File: config.mk
export PLATFORM = sky130hd
export DESIGN_NAME = wtac_ctrl
export DESIGN_NICKNAME = d
export VERILOG_FILES = /design/src/hdl/wtac_pkg.sv /design/src/hdl/wtac_ctrl.sv
export VERILOG_INCLUDE_DIRS = /design/src /design/src/hdl
export SDC_FILE = /design/constraint.sdc
export NUM_CORES = 1
export LEC_CHECK = 0
export BUFFER_PORTS_ARGS = -buffer_cell sky130_fd_sc_hd__buf_2
export CAP_MARGIN = 40
export CORE_AREA = 2 2 39 41
export DETAILED_ROUTE_END_ITERATION = 10
export DIE_AREA = 0 0 41 43
export GPL_TIMING_DRIVEN = 0
export PLACE_DENSITY = 0.3
export SYNTH_ARGS = -nofsm -noshare
export SYNTH_HDL_FRONTEND = slang
export SYNTH_SLANG_ARGS = --single-unit
export TNS_END_PERCENT = 30
File: constraint.sdc
create_clock -name clk -period 1.05 [get_ports clk]
set_input_delay 0.105 -clock clk [delete_from_list [all_inputs] [get_ports clk]]
set_output_delay 0.105 -clock clk [all_outputs]
set_load 0.01 [all_outputs]
File: src/hdl/write_through_associative_cache_top_defines.svh
// Assertion macros shared by the cache controller and datapath.
// Each macro expects signals named clk and rst in the module that uses it.
`ifndef WRITE_THROUGH_ASSOCIATIVE_CACHE_TOP_DEFINES_SVH
`define WRITE_THROUGH_ASSOCIATIVE_CACHE_TOP_DEFINES_SVH

// The consequent must hold in the same cycle as the antecedent.
`define WTAC_ASSERT_SAME(label, ante, cons, msg) \
  label: assert property (@(posedge clk) disable iff (rst) (ante) |-> (cons)) \
    else $error(msg);

// The consequent must hold in the cycle after the antecedent.
`define WTAC_ASSERT_NEXT(label, ante, cons, msg) \
  label: assert property (@(posedge clk) disable iff (rst) (ante) |=> (cons)) \
    else $error(msg);

`endif

File: src/hdl/wtac_pkg.sv
// Shared types and constants for the write-through associative cache.
// Used by wtac_ctrl, wtac_dp and the top level; depends on nothing.
`timescale 1ns / 1ps

package wtac_pkg;

  localparam int ADDR_W  = 10;
  localparam int DATA_W  = 32;
  localparam int CNT_W   = 32;
  localparam int ENTRIES = 8;
  localparam int PTR_W   = $clog2(ENTRIES);
  // The backing memory covers the whole word address space.
  localparam int MEM_AW    = ADDR_W;
  localparam int MEM_WORDS = 2 ** MEM_AW;

  localparam logic CMD_LOAD  = 1'b0;
  localparam logic CMD_STORE = 1'b1;

  typedef enum logic [1:0] {
    ST_CLEAR,
    ST_IDLE,
    ST_LOOKUP
  } state_t;

  // Commands from the controller to the datapath.
  typedef struct packed {
    logic capture;   // take the request and start the memory read
    logic commit;    // resolve the lookup and update all state
    logic clear_en;  // write zero at the sweep address
  } ctrl_cmd_t;

  // Status from the datapath to the controller.
  typedef struct packed {
    logic clear_last;  // sweep address is on the last memory word
    logic out_stall;   // result register full and not being taken
  } ctrl_sts_t;

endpackage

File: src/hdl/wtac_ctrl.sv
// Controller state machine for the write-through associative cache.
// Depends on wtac_pkg and the shared assertion macro header.
`timescale 1ns / 1ps
`include "write_through_associative_cache_top_defines.svh"

module wtac_ctrl (
  input  logic               clk,
  input  logic               rst,
  input  logic               in_valid,
  output logic               in_ready,
  input  wtac_pkg::ctrl_sts_t sts,
  output wtac_pkg::ctrl_cmd_t cmd
);
  import wtac_pkg::*;

  state_t state;
  state_t state_next;

  always_ff @(posedge clk) begin
    if (rst) begin
      state <= ST_CLEAR;
    end else begin
      state <= state_next;
    end
  end

  always_comb begin
    state_next = state;
    case (state)
      ST_CLEAR: begin
        if (sts.clear_last) state_next = ST_IDLE;
      end
      ST_IDLE: begin
        if (in_valid) state_next = ST_LOOKUP;
      end
      ST_LOOKUP: begin
        if (!sts.out_stall) state_next = ST_IDLE;
      end
      default: state_next = ST_CLEAR;
    endcase
  end

  always_comb begin
    in_ready     = 1'b0;
    cmd.capture  = 1'b0;
    cmd.commit   = 1'b0;
    cmd.clear_en = 1'b0;
    case (state)
      ST_CLEAR: begin
        cmd.clear_en = 1'b1;
      end
      ST_IDLE: begin
        in_ready    = 1'b1;
        cmd.capture = in_valid;
      end
      ST_LOOKUP: begin
        cmd.commit = !sts.out_stall;
      end
      default: begin
        in_ready = 1'b0;
      end
    endcase
  end

  `WTAC_ASSERT_NEXT(a_capture_to_lookup, cmd.capture, state == ST_LOOKUP, "capture did not start a lookup")
  `WTAC_ASSERT_NEXT(a_commit_frees_input, cmd.commit, in_ready, "input not ready after a commit")
  `WTAC_ASSERT_NEXT(a_clear_holds, state == ST_CLEAR && !sts.clear_last, state == ST_CLEAR && !in_ready, "clearing sweep ended early")

endmodule

Yosys cells after proc, flatten, opt, wreduce, memory -nomap -nowiden
Index checks and enable logic that the tools add are counted.
W data, S select, Z words.
{"block": "totals", "ff_bits": 2, "input_bits": 5, "out_inout_bits": 4, "elab_cells": 17}
{"block": "classes", "n_eq_ne": 5, "muxes": 8, "n_reduce_logical": 3}
{"op": "$mux W2", "n": 3}
{"op": "$ne A2 B2 Y1 const B", "n": 3}
{"op": "$pmux W2 S3", "n": 1}
{"op": "$mux W1", "n": 4}
{"op": "$reduce_and A3 Y1", "n": 1}
{"op": "$eq A2 B1 Y1 const B", "n": 1}
{"op": "$eq A2 B2 Y1 const B", "n": 1}
{"op": "$logic_not A2 Y1", "n": 1}
{"op": "$logic_not A1 Y1", "n": 1}

Depth between registers and ports, before layout
Gate-level depths: netlist of the first run.
{"block": "depth", "depth_word": 3, "mapped_depth": 2, "mapped_depth_nobuf": 2}

Worst setup path before layout of the first run
No wires, ideal clock.
{"block": "synth_path", "path_type": "register to register", "from": "reg state[1]", "to": "reg state[0]", "setup_time_ns": 0.101, "arrival_time_ns": 0.887, "required_ns": 0.949, "path_slack_ns": 0.062, "stages_incl_launch_ff": 3, "path_buffers": 0, "synth_period_minus_slack_ns": 0.988, "path_cell_list": "dfxtp_1 > or4b_1 > o41ai_1"}
{"block": "synth_via", "elab_chain_cells": 3, "word_cells_on_any_way": 8, "cone_classes": "eq/ne: 5; mux: 1; reduce/logical: 2"}
{"element": "start: declaration", "line": "wtac_ctrl.sv:16", "source": "state_t state;"}
{"element": "start signal: assignment", "line": "wtac_ctrl.sv:23", "source": "state <= state_next;"}
{"element": "$eq A2 B2 Y1, or another cell as far along", "line": "wtac_ctrl.sv:29", "source": "case (state)"}
{"element": "$ne A2 B2 Y1 (no source line)"}
{"element": "$reduce_and A3 Y1 (no source line)"}
Several ways; a longest one is shown, not always the timed one.
A chain may end at the register's enable or synchronous reset.

Final worst setup path of the first run
{"block": "layout_path", "from": "reg state[1]", "to": "out in_ready"}
{"block": "layout_via", "elab_chain_cells": 2}
{"element": "$eq A2 B1 Y1", "line": "wtac_ctrl.sv:48", "source": "case (state)"}
{"element": "$mux W1", "line": "wtac_ctrl.sv:48"}
{"element": "end: declaration", "line": "wtac_ctrl.sv:10", "source": "output logic in_ready,"}
Every way passes these cells.

==> results of run 1 <==
[stage by stage]
step,cells,utilization,setup TNS [ps]
floorplan,12,-,0
global placement,36,0.130,-7.80
detailed placement,36,0.130,-8.37
CTS,39,0.154,-4.52
global route,39,0.163,-43.6
finish,39,0.163,0
[final cells by class]
class	count	area, sq um	share of cell area
Sequential cell	2	45.0	0.200
Multi-Input combinational cell	10	85.1	0.378
Timing Repair Buffer	8	52.6	0.233
Tap cell	16	20.0	0.0889
Clock buffer	3	22.5	0.100
[cell usage in the layout (no fill, tap or decap), drive strengths merged]
cell type,instances
buf,8
and2,1
o21ba,1
dfxtp,2
and2b,1
o41ai,1
clkbuf,3
nor3b,1
or4b,1
and3b,2
nor2,2
[timing repair]
item                       4_1_cts  5_1_grt
setup endpoints to repair        4        3
resized for setup                4        2
pin swaps                        0        1
[kinds of logic after synthesis]
| kind of cell | after synthesis | share of synthesized area |
|---|---|---|
| simple gates | 8 | 0.511 |
| compound gates | 2 | 0.156 |
| flops | 2 | 0.333 |
[worst max-delay path, stage by stage (launching register included)]
cell                      delay, ps
sky130_fd_sc_hd__dfxtp_4        360
sky130_fd_sc_hd__and2b_2        220
sky130_fd_sc_hd__buf_6          120
[routing by layer]
layer	routed length, um	share of wire
met1	147	0.44
met2	107	0.32
met3	69	0.21
met4	6	0.018
met5	0	0
[where the power goes]
part           leakage [nW]  switching, mW  internal [mW]  total, mW
Combinational        0.0712         0.0239         0.0379     0.0618
Sequential           0.0175        0.00968         0.0830     0.0927
Clock                0.0138         0.0423          0.126      0.168
Total                 0.102         0.0758          0.247      0.323
[how the worst max path moves through the flow]
| stage | slack, ps | from | endpoint |
|---|---|---|---|
| 2_1_floorplan | 60 | state[1] | state[0] |
| 3_3_place_gp | -8 | state[1] | state[0] |
| 3_5_place_dp | -8 | state[1] | state[0] |
| 4_1_cts | -5 | state[1] | state[0] |
| 5_1_grt | -30 | state[1] | in_ready |
| 6_report | 30 | state[1] | in_ready |
==> out/summary.txt, run 1 <==
OUTCOME
----------------------------------------------------------------------------------------
Outcome ...................................................................    completed

CRITICAL PATH
----------------------------------------------------------------------------------------
WP data arrival ...........................................................       910 ps
Worst setup SP type .......................................................         flop
Setup CP Type ............................................................. flop to output port
Worst reg-to-reg setup slack ..............................................        50 ps
Crit end category .........................................................  output port
Required arrival time at the worst endpoint ...............................       940 ps
Worst R2R End .............................................................     state[0]
Cell count of the worst reg-to-reg path ...................................            2
CP max FO .................................................................            8
Launch point of the worst reg-to-reg path .................................     state[0]

CELLS AND AREA
----------------------------------------------------------------------------------------
P&R area growth vs syn ....................................................        87.5%
Post-Layout Inst Area .....................................................    225 sq um
Net count, final ..........................................................           30
Proportion of layout cells with a drive suffix above 1 ....................        0.826
Number of flip-flops under the largest register name ......................            2
Antenna cells .............................................................            0
Register name with the most flops .........................................        state
Fillcell total ............................................................          167
Regs by FF count ..........................................................    state (2)

TIMING
----------------------------------------------------------------------------------------
Final hold violations .....................................................            0
Post-layout min period ....................................................      1020 ps
Setup violators final .....................................................            0
Hold Worst Slack ..........................................................      87.0 ps
Clock Skew ................................................................      3.88 ps
Crit share post-route .....................................................        0.971
Actual slew at the worst max-slew pin .....................................       254 ps
Final Max Tran Viols ......................................................            0
Unrepaired setup endpoints after global routing ...........................         true
Top achievable clock speed ................................................      981 MHz
Smallest setup slack after layout .........................................      30.3 ps
Relative slew slack .......................................................        0.828

CLOCK TREE
----------------------------------------------------------------------------------------
CTS tree ..................................................................          yes
Maximum clock path buffer count ...........................................            2
Clock Root Buffer ......................................................... sky130_fd_sc_hd__clkbuf_4
Clk Latency, worst-skew pair ..............................................       220 ps
# H-tree levels ...........................................................            1
Count of buffers added by post-CTS timing repair for setup ................            0
Clock-pin slew on the worst setup and hold paths ..........................        30 ps
Hold buffer count at cts ..................................................            0
Cts bufs inserted .........................................................            3
Clock Sinks ...............................................................            2

PWR
----------------------------------------------------------------------------------------
Power per Cell Area ....................................................... 1430 nW/um^2
Leakage power total .......................................................     0.102 nW
Worst vdd ir ..............................................................       373 uV
Total chip power ..........................................................       323 uW

SYNTHESIS
----------------------------------------------------------------------------------------
Post-synth top flop ....................................................... sky130_fd_sc_hd__dfxtp_1
Avg Synthesized Cell Area .................................................   10.0 sq um
Yosys cell types ..........................................................            9
Area share of the largest cell type after synthesis .......................        0.333
Synthesis warning total ...................................................            0
Cell type with the highest aggregate area in the netlist .................. sky130_fd_sc_hd__dfxtp_1
EDFF count, synth .........................................................            0
Most instantiated cells after synthesis ................................... sky130_fd_sc_hd__and3b_2, sky130_fd_sc_hd__dfxtp_1, sky130_fd_sc_hd__nor2_1
Synth top area cells ...................................................... sky130_fd_sc_hd__dfxtp_1, sky130_fd_sc_hd__and3b_2, sky130_fd_sc_hd__o21ba_2, sky130_fd_sc_hd__or4b_1, sky130_fd_sc_hd__and2b_2
Post-synthesis instance total .............................................           12
Flops & latches, synth ....................................................            2
Async S/R FF share, synth .................................................            0
Synthesized netlist net count .............................................           17
Fraction of the yosys area taken by sequential cells ......................        0.333
Cell area after synthesis .................................................    120 sq um

GLOBAL ROUTING
----------------------------------------------------------------------------------------
Via count of the first global-routing pass ................................          129
Met2 track demand over resource ...........................................       0.0469
Wire length of the first global-routing pass ..............................       503 um
Largest net degree at the start of global routing .........................            9
Overall track demand over capacity in global routing ......................       0.0541
Gr busiest metal ..........................................................         met3
Antenna violations before repair ..........................................            0
Leftover overflow at the end of global routing ............................            0
GR Util met3 ..............................................................       0.0785
Met1 layer usage reported by global route .................................       0.0479

FLOORPLAN
----------------------------------------------------------------------------------------
Placement row count .......................................................           14
Area of the core ..........................................................   1380 sq um
Ports placed on the boundary ..............................................            9
Die footprint .............................................................   1760 sq um
Die width .................................................................        41 um
Initial Util ..............................................................       0.0868
Chip Height ...............................................................        43 um

WORST HOLD PATH
----------------------------------------------------------------------------------------
Worst hold stages .........................................................            2
Class of the tightest hold or removal check ............................... input pin to flop
Origin of the worst min-delay path ........................................          rst
WHS Endpoint ..............................................................     state[0]

DETAILED ROUTING
----------------------------------------------------------------------------------------
Number of search-and-repair iterations in the first detailed-routing pass .            2
Total routed wirelength ...................................................       331 um
Vias post-DR ..............................................................          140
Count of unresolved DRC violations after routing ..........................            0
Remaining antenna violation count .........................................            0
Violation count after the first detailed-routing iteration ................            1
Average wire per standard cell ............................................      8.49 um
Number of vias per cell after detailed routing ............................         3.59

PLACE
----------------------------------------------------------------------------------------
Placer's final routability congestion estimate ............................        0.561
Placed instance area ......................................................    180 sq um
Number of buffer cells added on primary ports .............................            8
Dpl ws ....................................................................     -8.37 ps

FLOW RUN
----------------------------------------------------------------------------------------
MaxCap Viol Count .........................................................            0

No activity file was read; power rests on OpenSTA's default activity.
==> run 2, diff against run 1 <==
--- a/config.mk
+++ b/config.mk
@@ -14,4 +14,5 @@
 export GPL_TIMING_DRIVEN = 0
 export PLACE_DENSITY = 0.3
+export RECOVER_POWER = 50
 export SYNTH_ARGS = -nofsm -noshare
 export SYNTH_HDL_FRONTEND = slang
==> constraint.sdc (replaced) <==
create_clock -name clk -period 1.05 [get_ports clk]
set_input_delay 0.21 -clock clk [delete_from_list [all_inputs] [get_ports clk]]
set_output_delay 0.21 -clock clk [all_outputs]
set_load 0.01 [all_outputs]
==> run 2 against run 1 <==
  * The run now ends with negative setup slack left
  * Core utilization stayed put
  * Sequential power hardly changed
  * Total power hardly changed
  * Final cell count stayed put
  * Sequential cell count stayed put
  * Via count stayed put
  * Combinational power hardly changed
  * Largest cell class unchanged
==> out/summary.txt, run 2 (synthesis gave the netlist of run 1 again) <==
OUTCOME
----------------------------------------------------------------------------------------
Outcome ................................................................... finished with violations
Violations in the final reports ........................................... negative setup slack

CRITICAL PATH
----------------------------------------------------------------------------------------
Worst reg-to-reg setup slack ..............................................         0 ps   -50 ps
Launch point of the worst reg-to-reg path .................................     state[1]
Critical path, cell by cell ............................................... and2b_2 -> buf_6
CP max stage delay ........................................................       360 ps   about the same
Setup CP Type ............................................................. flop to output port
Buf+Inv Stages, Crit Path .................................................            1   unchanged
Slowest cell on the critical path ......................................... sky130_fd_sc_hd__dfxtp_4
WP data arrival ...........................................................       910 ps   about the same
Required arrival time at the worst endpoint ...............................       840 ps   -100 ps
Cell count of the worst reg-to-reg path ...................................            2   unchanged
CP max FO .................................................................            8   unchanged
Worst setup SP type .......................................................         flop
Worst R2R End .............................................................     state[0]
Family with the most delay on the worst path ..............................   flip-flops
Crit end category .........................................................  output port

DETAILED ROUTING
----------------------------------------------------------------------------------------
Number of search-and-repair iterations in the first detailed-routing pass .            2   unchanged
Violation count after the first detailed-routing iteration ................            1   unchanged
Vias post-DR ..............................................................          140   unchanged
Total routed wirelength ...................................................       329 um   -0.60%
Remaining antenna violation count .........................................            0   unchanged
Count of unresolved DRC violations after routing ..........................            0   unchanged
Number of vias per cell after detailed routing ............................         3.59   unchanged
Average wire per standard cell ............................................      8.44 um   -0.60%

CELLS AND AREA
----------------------------------------------------------------------------------------
Commonest non-fill, non-tap cell in the layout ............................ sky130_fd_sc_hd__buf_2
Register name with the most flops .........................................        state
Commonest cells after routing, fill and taps aside ........................ sky130_fd_sc_hd__buf_2, sky130_fd_sc_hd__clkbuf_4, sky130_fd_sc_hd__nor2_1, sky130_fd_sc_hd__and3b_2, sky130_fd_sc_hd__buf_6
Regs by FF count ..........................................................    state (2)
Register area .............................................................   45.0 sq um   unchanged
Fillcell total ............................................................          167   unchanged
P&R area growth vs syn ....................................................        87.5%   unchanged
Proportion of layout cells with a drive suffix above 1 ....................        0.826   unchanged
Combined area of the multi-input logic cells ..............................   85.1 sq um   unchanged
Number of flip-flops under the largest register name ......................            2   unchanged
Net count, final ..........................................................           30   unchanged
Antenna cells .............................................................            0   unchanged

CLOCK TREE
----------------------------------------------------------------------------------------
Hold buffer count at cts ..................................................            0   unchanged
Post-cts gate resize count ................................................            6   +2
CTS tree ..................................................................          yes
Maximum clock path buffer count ...........................................            2   unchanged
Clock-pin slew on the worst setup and hold paths ..........................        30 ps   about the same
Clock Root Buffer ......................................................... sky130_fd_sc_hd__clkbuf_4
# H-tree levels ...........................................................            1   unchanged
Cts bufs inserted .........................................................            3   unchanged
Clock Sinks ...............................................................            2   unchanged
Clk Latency, worst-skew pair ..............................................       220 ps   about the same
Count of buffers added by post-CTS timing repair for setup ................            0   unchanged

FLOORPLAN
----------------------------------------------------------------------------------------
Die footprint .............................................................   1760 sq um   unchanged
Ports placed on the boundary ..............................................            9   unchanged
Initial Util ..............................................................       0.0868   unchanged
Placement row count .......................................................           14   unchanged
Chip Height ...............................................................        43 um   unchanged
Area of the core ..........................................................   1380 sq um   unchanged
Die width .................................................................        41 um   unchanged

PLACE
----------------------------------------------------------------------------------------
Number of buffer cells added on primary ports .............................            8   unchanged
Dpl ws ....................................................................     -8.37 ps   unchanged
Placer's final routability congestion estimate ............................        0.561   unchanged

TIMING
----------------------------------------------------------------------------------------
Unrepaired setup endpoints after global routing ...........................         true
Post-layout min period ....................................................      1120 ps   +104 ps
Actual slew at the worst max-slew pin .....................................       255 ps   +0.288 ps
Smallest setup slack after layout .........................................     -73.7 ps   -104 ps
Relative slew slack .......................................................        0.828   about the same
Clock Skew ................................................................      3.86 ps   -0.0186 ps
Final hold violations .....................................................            0   unchanged
Top achievable clock speed ................................................      890 MHz   -9.3%
Final Max Tran Viols ......................................................            0   unchanged
Crit share post-route .....................................................         1.07   +0.0991
Setup violators final .....................................................            3   +3

WORST HOLD PATH
----------------------------------------------------------------------------------------
Origin of the worst min-delay path ........................................          rst
WHS Endpoint ..............................................................     state[0]
Worst hold stages .........................................................            2   unchanged
Class of the tightest hold or removal check ............................... input pin to flop

GLOBAL ROUTING
----------------------------------------------------------------------------------------
Wire length of the first global-routing pass ..............................       531 um   +5.6%
Leftover overflow at the end of global routing ............................            0   unchanged
Via count of the first global-routing pass ................................          138   +7.0%
Overall track demand over capacity in global routing ......................       0.0561   +0.00200
Largest net degree at the start of global routing .........................            9   unchanged
Antenna violations before repair ..........................................            0   unchanged

FLOW RUN
----------------------------------------------------------------------------------------
MaxCap Viol Count .........................................................            0   unchanged

PWR
----------------------------------------------------------------------------------------
Total chip power ..........................................................       323 uW   about the same
Power per Cell Area ....................................................... 1430 nW/um^2   about the same
Leakage power total .......................................................     0.102 nW   unchanged
Worst vdd ir ..............................................................       373 uV   about the same

run 2: cell counts in the layout (fill, tap and decap cells not counted):
Identical to the previous run, type by type.
run 2: worst max path at each step:
stage	from	to	cells after the start
after floorplan	state[1]	state[0]	2
after CTS	state[1]	in_ready	2
after global routing	state[1]	in_ready	2
after global placement	state[1]	state[0]	2
after detailed placement	state[1]	state[0]	2
final	state[1]	in_ready	2
run 2: area by class of cell:
type,count,area share
well taps,16,0.0889
clock buffers,3,0.100
multi-input cells,10,0.378
flip-flops and latches,2,0.200
repair buffers,8,0.233
run 2: routing by layer:
metal | global-route usage | routed length (um) | part of all wire | up-vias
li1 | - | - | - | 68
met1 | 0.0479 | 145 | 0.44 | 61
met2 | 0.0531 | 107 | 0.33 | 9
met3 | 0.0785 | 69 | 0.21 | 2
met4 | 0.0600 | 6 | 0.018 | 0
met5 | 0 | 0 | 0 | -
run 2: worst reg2reg max path: stages (launching register included):
cell	delay (ps)
sky130_fd_sc_hd__dfxtp_4	350
sky130_fd_sc_hd__or4b_1	520
sky130_fd_sc_hd__o41ai_1	70
run 2: report_power, final:
group	switching (mW)	leakage [nW]	internal (mW)
Sequential	0.00955	0.0175	0.0830
Clock	0.0423	0.0138	0.126
Combinational	0.0238	0.0712	0.0379
Total	0.0757	0.102	0.247
run 2: per-stage QoR:
| step | instance area, sq um | cells | TNS, ps | utilization | hold slack (ps) |
|---|---|---|---|---|---|
| 2_1_floorplan | 120 | 12 | 0 | - | 312 |
| 3_3_place_gp | 180 | 36 | -7.80 | 0.130 | 437 |
| 3_5_place_dp | 180 | 36 | -8.37 | 0.130 | 435 |
| 4_1_cts | 225 | 39 | -242 | 0.163 | 181 |
| 5_1_grt | 225 | 39 | -394 | 0.163 | 190 |
| 6_report | 225 | 39 | -179 | 0.163 | 192 |
==> run 3, diff against run 2 <==
- SKIP_CTS_REPAIR_TIMING: default -> 1
==> run 3 against run 2 <==
  * The flow still finishes with violations (negative setup slack)
  * Non-clock buffer count unchanged
  * Global-route usage down 0.10 points
  * Maximum frequency unchanged
  * Via count unchanged
  * Cell area unchanged
==> out/summary.txt, run 3 (synthesis gave the netlist of run 1 again) <==
OUTCOME
----------------------------------------------------------------------------------------
Outcome ................................................................... finished with violations
Violations in the final reports ........................................... negative setup slack

DETAILED ROUTING
----------------------------------------------------------------------------------------
Average wire per standard cell ............................................      8.44 um   unchanged
Total routed wirelength ...................................................       329 um   unchanged
Remaining antenna violation count .........................................            0   unchanged
Violation count after the first detailed-routing iteration ................            1   unchanged
Number of vias per cell after detailed routing ............................         3.59   unchanged
Count of unresolved DRC violations after routing ..........................            0   unchanged
Vias post-DR ..............................................................          140   unchanged
Number of search-and-repair iterations in the first detailed-routing pass .            2   unchanged

GLOBAL ROUTING
----------------------------------------------------------------------------------------
Overall track demand over capacity in global routing ......................       0.0551   -0.00100
Wire length of the first global-routing pass ..............................       517 um   -2.6%
Leftover overflow at the end of global routing ............................            0   unchanged
Via count of the first global-routing pass ................................          132   -4.3%
Antenna violations before repair ..........................................            0   unchanged
Largest net degree at the start of global routing .........................            9   unchanged

CELLS AND AREA
----------------------------------------------------------------------------------------
Register name with the most flops .........................................        state
P&R area growth vs syn ....................................................        87.5%   unchanged
Final Instance Count excl. Fillers ........................................           39   unchanged
Utilization after layout ..................................................        0.163   unchanged
Net count, final ..........................................................           30   unchanged
Proportion of layout cells with a drive suffix above 1 ....................        0.826   unchanged
Commonest non-fill, non-tap cell in the layout ............................ sky130_fd_sc_hd__buf_2
Number of flip-flops under the largest register name ......................            2   unchanged
Commonest cells after routing, fill and taps aside ........................ sky130_fd_sc_hd__buf_2, sky130_fd_sc_hd__clkbuf_4, sky130_fd_sc_hd__nor2_1, sky130_fd_sc_hd__and3b_2, sky130_fd_sc_hd__buf_6
Fillcell total ............................................................          167   unchanged
Post-Layout Inst Area .....................................................    225 sq um   unchanged
Regs by FF count ..........................................................    state (2)
Antenna cells .............................................................            0   unchanged

CLOCK TREE
----------------------------------------------------------------------------------------
Clk Latency, worst-skew pair ..............................................       220 ps   about the same
Clock Sinks ...............................................................            2   unchanged
Clock-pin slew on the worst setup and hold paths ..........................        30 ps   about the same
# H-tree levels ...........................................................            1   unchanged
Cts bufs inserted .........................................................            3   unchanged
CTS tree ..................................................................          yes
Maximum clock path buffer count ...........................................            2   unchanged
Clock Root Buffer ......................................................... sky130_fd_sc_hd__clkbuf_4

CRITICAL PATH
----------------------------------------------------------------------------------------
WP data arrival ...........................................................       910 ps   about the same
Worst reg-to-reg setup slack ..............................................         0 ps   unchanged
Endpoint of the most critical setup path ..................................     in_ready
Cell count of the worst reg-to-reg path ...................................            2   unchanged
Worst setup SP type .......................................................         flop
CP max FO .................................................................            8   unchanged
Required arrival time at the worst endpoint ...............................       840 ps   about the same
Worst R2R End .............................................................     state[0]
Launch point of the worst reg-to-reg path .................................     state[1]
Critical path startpoint ..................................................     state[1]
Setup CP Type ............................................................. flop to output port
Crit end category .........................................................  output port

TIMING
----------------------------------------------------------------------------------------
Final hold violations .....................................................            0   unchanged
Clock Skew ................................................................      3.86 ps   unchanged
Final Max Tran Viols ......................................................            0   unchanged
Unrepaired setup endpoints after global routing ...........................         true
Smallest setup slack after layout .........................................     -73.7 ps   unchanged
Top achievable clock speed ................................................      890 MHz   unchanged
Setup_tns .................................................................      -179 ps   unchanged
Crit share post-route .....................................................         1.07   unchanged
Post-layout min period ....................................................      1120 ps   unchanged
Setup violators final .....................................................            3   unchanged
Hold Worst Slack ..........................................................       192 ps   unchanged
Actual slew at the worst max-slew pin .....................................       255 ps   unchanged
Relative slew slack .......................................................        0.828   unchanged

PLACE
----------------------------------------------------------------------------------------
Number of instances in the placed design ..................................           36   unchanged
Dpl ws ....................................................................     -8.37 ps   unchanged
Number of buffer cells added on primary ports .............................            8   unchanged
Placer's final routability congestion estimate ............................        0.561   unchanged
Placed instance area ......................................................    180 sq um   unchanged

FLOORPLAN
----------------------------------------------------------------------------------------
Area of the core ..........................................................   1380 sq um   unchanged
Placement row count .......................................................           14   unchanged
Initial Util ..............................................................       0.0868   unchanged
Chip Height ...............................................................        43 um   unchanged
Die footprint .............................................................   1760 sq um   unchanged
Die width .................................................................        41 um   unchanged
Ports placed on the boundary ..............................................            9   unchanged

PWR
----------------------------------------------------------------------------------------
Total chip power ..........................................................       323 uW   unchanged
Part of the power in registers ............................................        0.287   about the same
Clock network fraction of total power .....................................        0.522   about the same
Fraction of power spent switching nets ....................................        0.235   unchanged
Switching pwr .............................................................      75.7 uW   unchanged
Power per Cell Area ....................................................... 1430 nW/um^2   unchanged
Internal Pwr Total ........................................................       247 uW   unchanged
Leakage power total .......................................................     0.102 nW   unchanged
Worst vdd ir ..............................................................       373 uV   unchanged
Part of the total power dissipated in combinational logic .................        0.191   about the same

WORST HOLD PATH
----------------------------------------------------------------------------------------
Class of the tightest hold or removal check ............................... input pin to flop

FLOW RUN
----------------------------------------------------------------------------------------
MaxCap Viol Count .........................................................            0   unchanged

## run 3: metal layers
metal / vias up / track usage / part of all wire
li1: 68 / - / -
met1: 61 / 0.0511 / 0.44
met2: 9 / 0.0469 / 0.33
met3: 2 / 0.0785 / 0.21
met4: 0 / 0.0600 / 0.018
met5: - / 0 / 0
## run 3: worst min path at each step
| stage | start | end | slack (ps) | cells past startpoint |
|---|---|---|---|---|
| after floorplan | rst | state[0] | 310 | 1 |
| after global placement | rst | state[0] | 440 | 2 |
| after detailed placement | rst | state[0] | 440 | 2 |
| after CTS | rst | state[0] | 190 | 2 |
| after global routing | rst | state[0] | 190 | 2 |
| final | rst | state[0] | 190 | 2 |
## run 3: worst max-delay path, cell delays in order (launching register included)
cell	delay, ps
sky130_fd_sc_hd__dfxtp_4	360
sky130_fd_sc_hd__and2b_2	220
sky130_fd_sc_hd__buf_6	120
## run 3: layout make-up
| cell class | count | area, sq um | share of cell area |
|---|---|---|---|
| sequential | 2 | 45.0 | 0.200 |
| timing repair buffer | 8 | 52.6 | 0.233 |
| clock buffer | 3 | 22.5 | 0.100 |
| tap | 16 | 20.0 | 0.0889 |
| multi-input combinational | 10 | 85.1 | 0.378 |
## run 3: power by group through the flow
stage                     sequential, mW  combinational [mW]  clock [mW]
after floorplan                   0.0905              0.0289           0
after global placement            0.0927              0.0518           0
after detailed placement          0.0932              0.0521           0
after CTS                         0.0921              0.0521       0.183
after global routing              0.0944              0.0682       0.198
final                             0.0925              0.0617       0.168
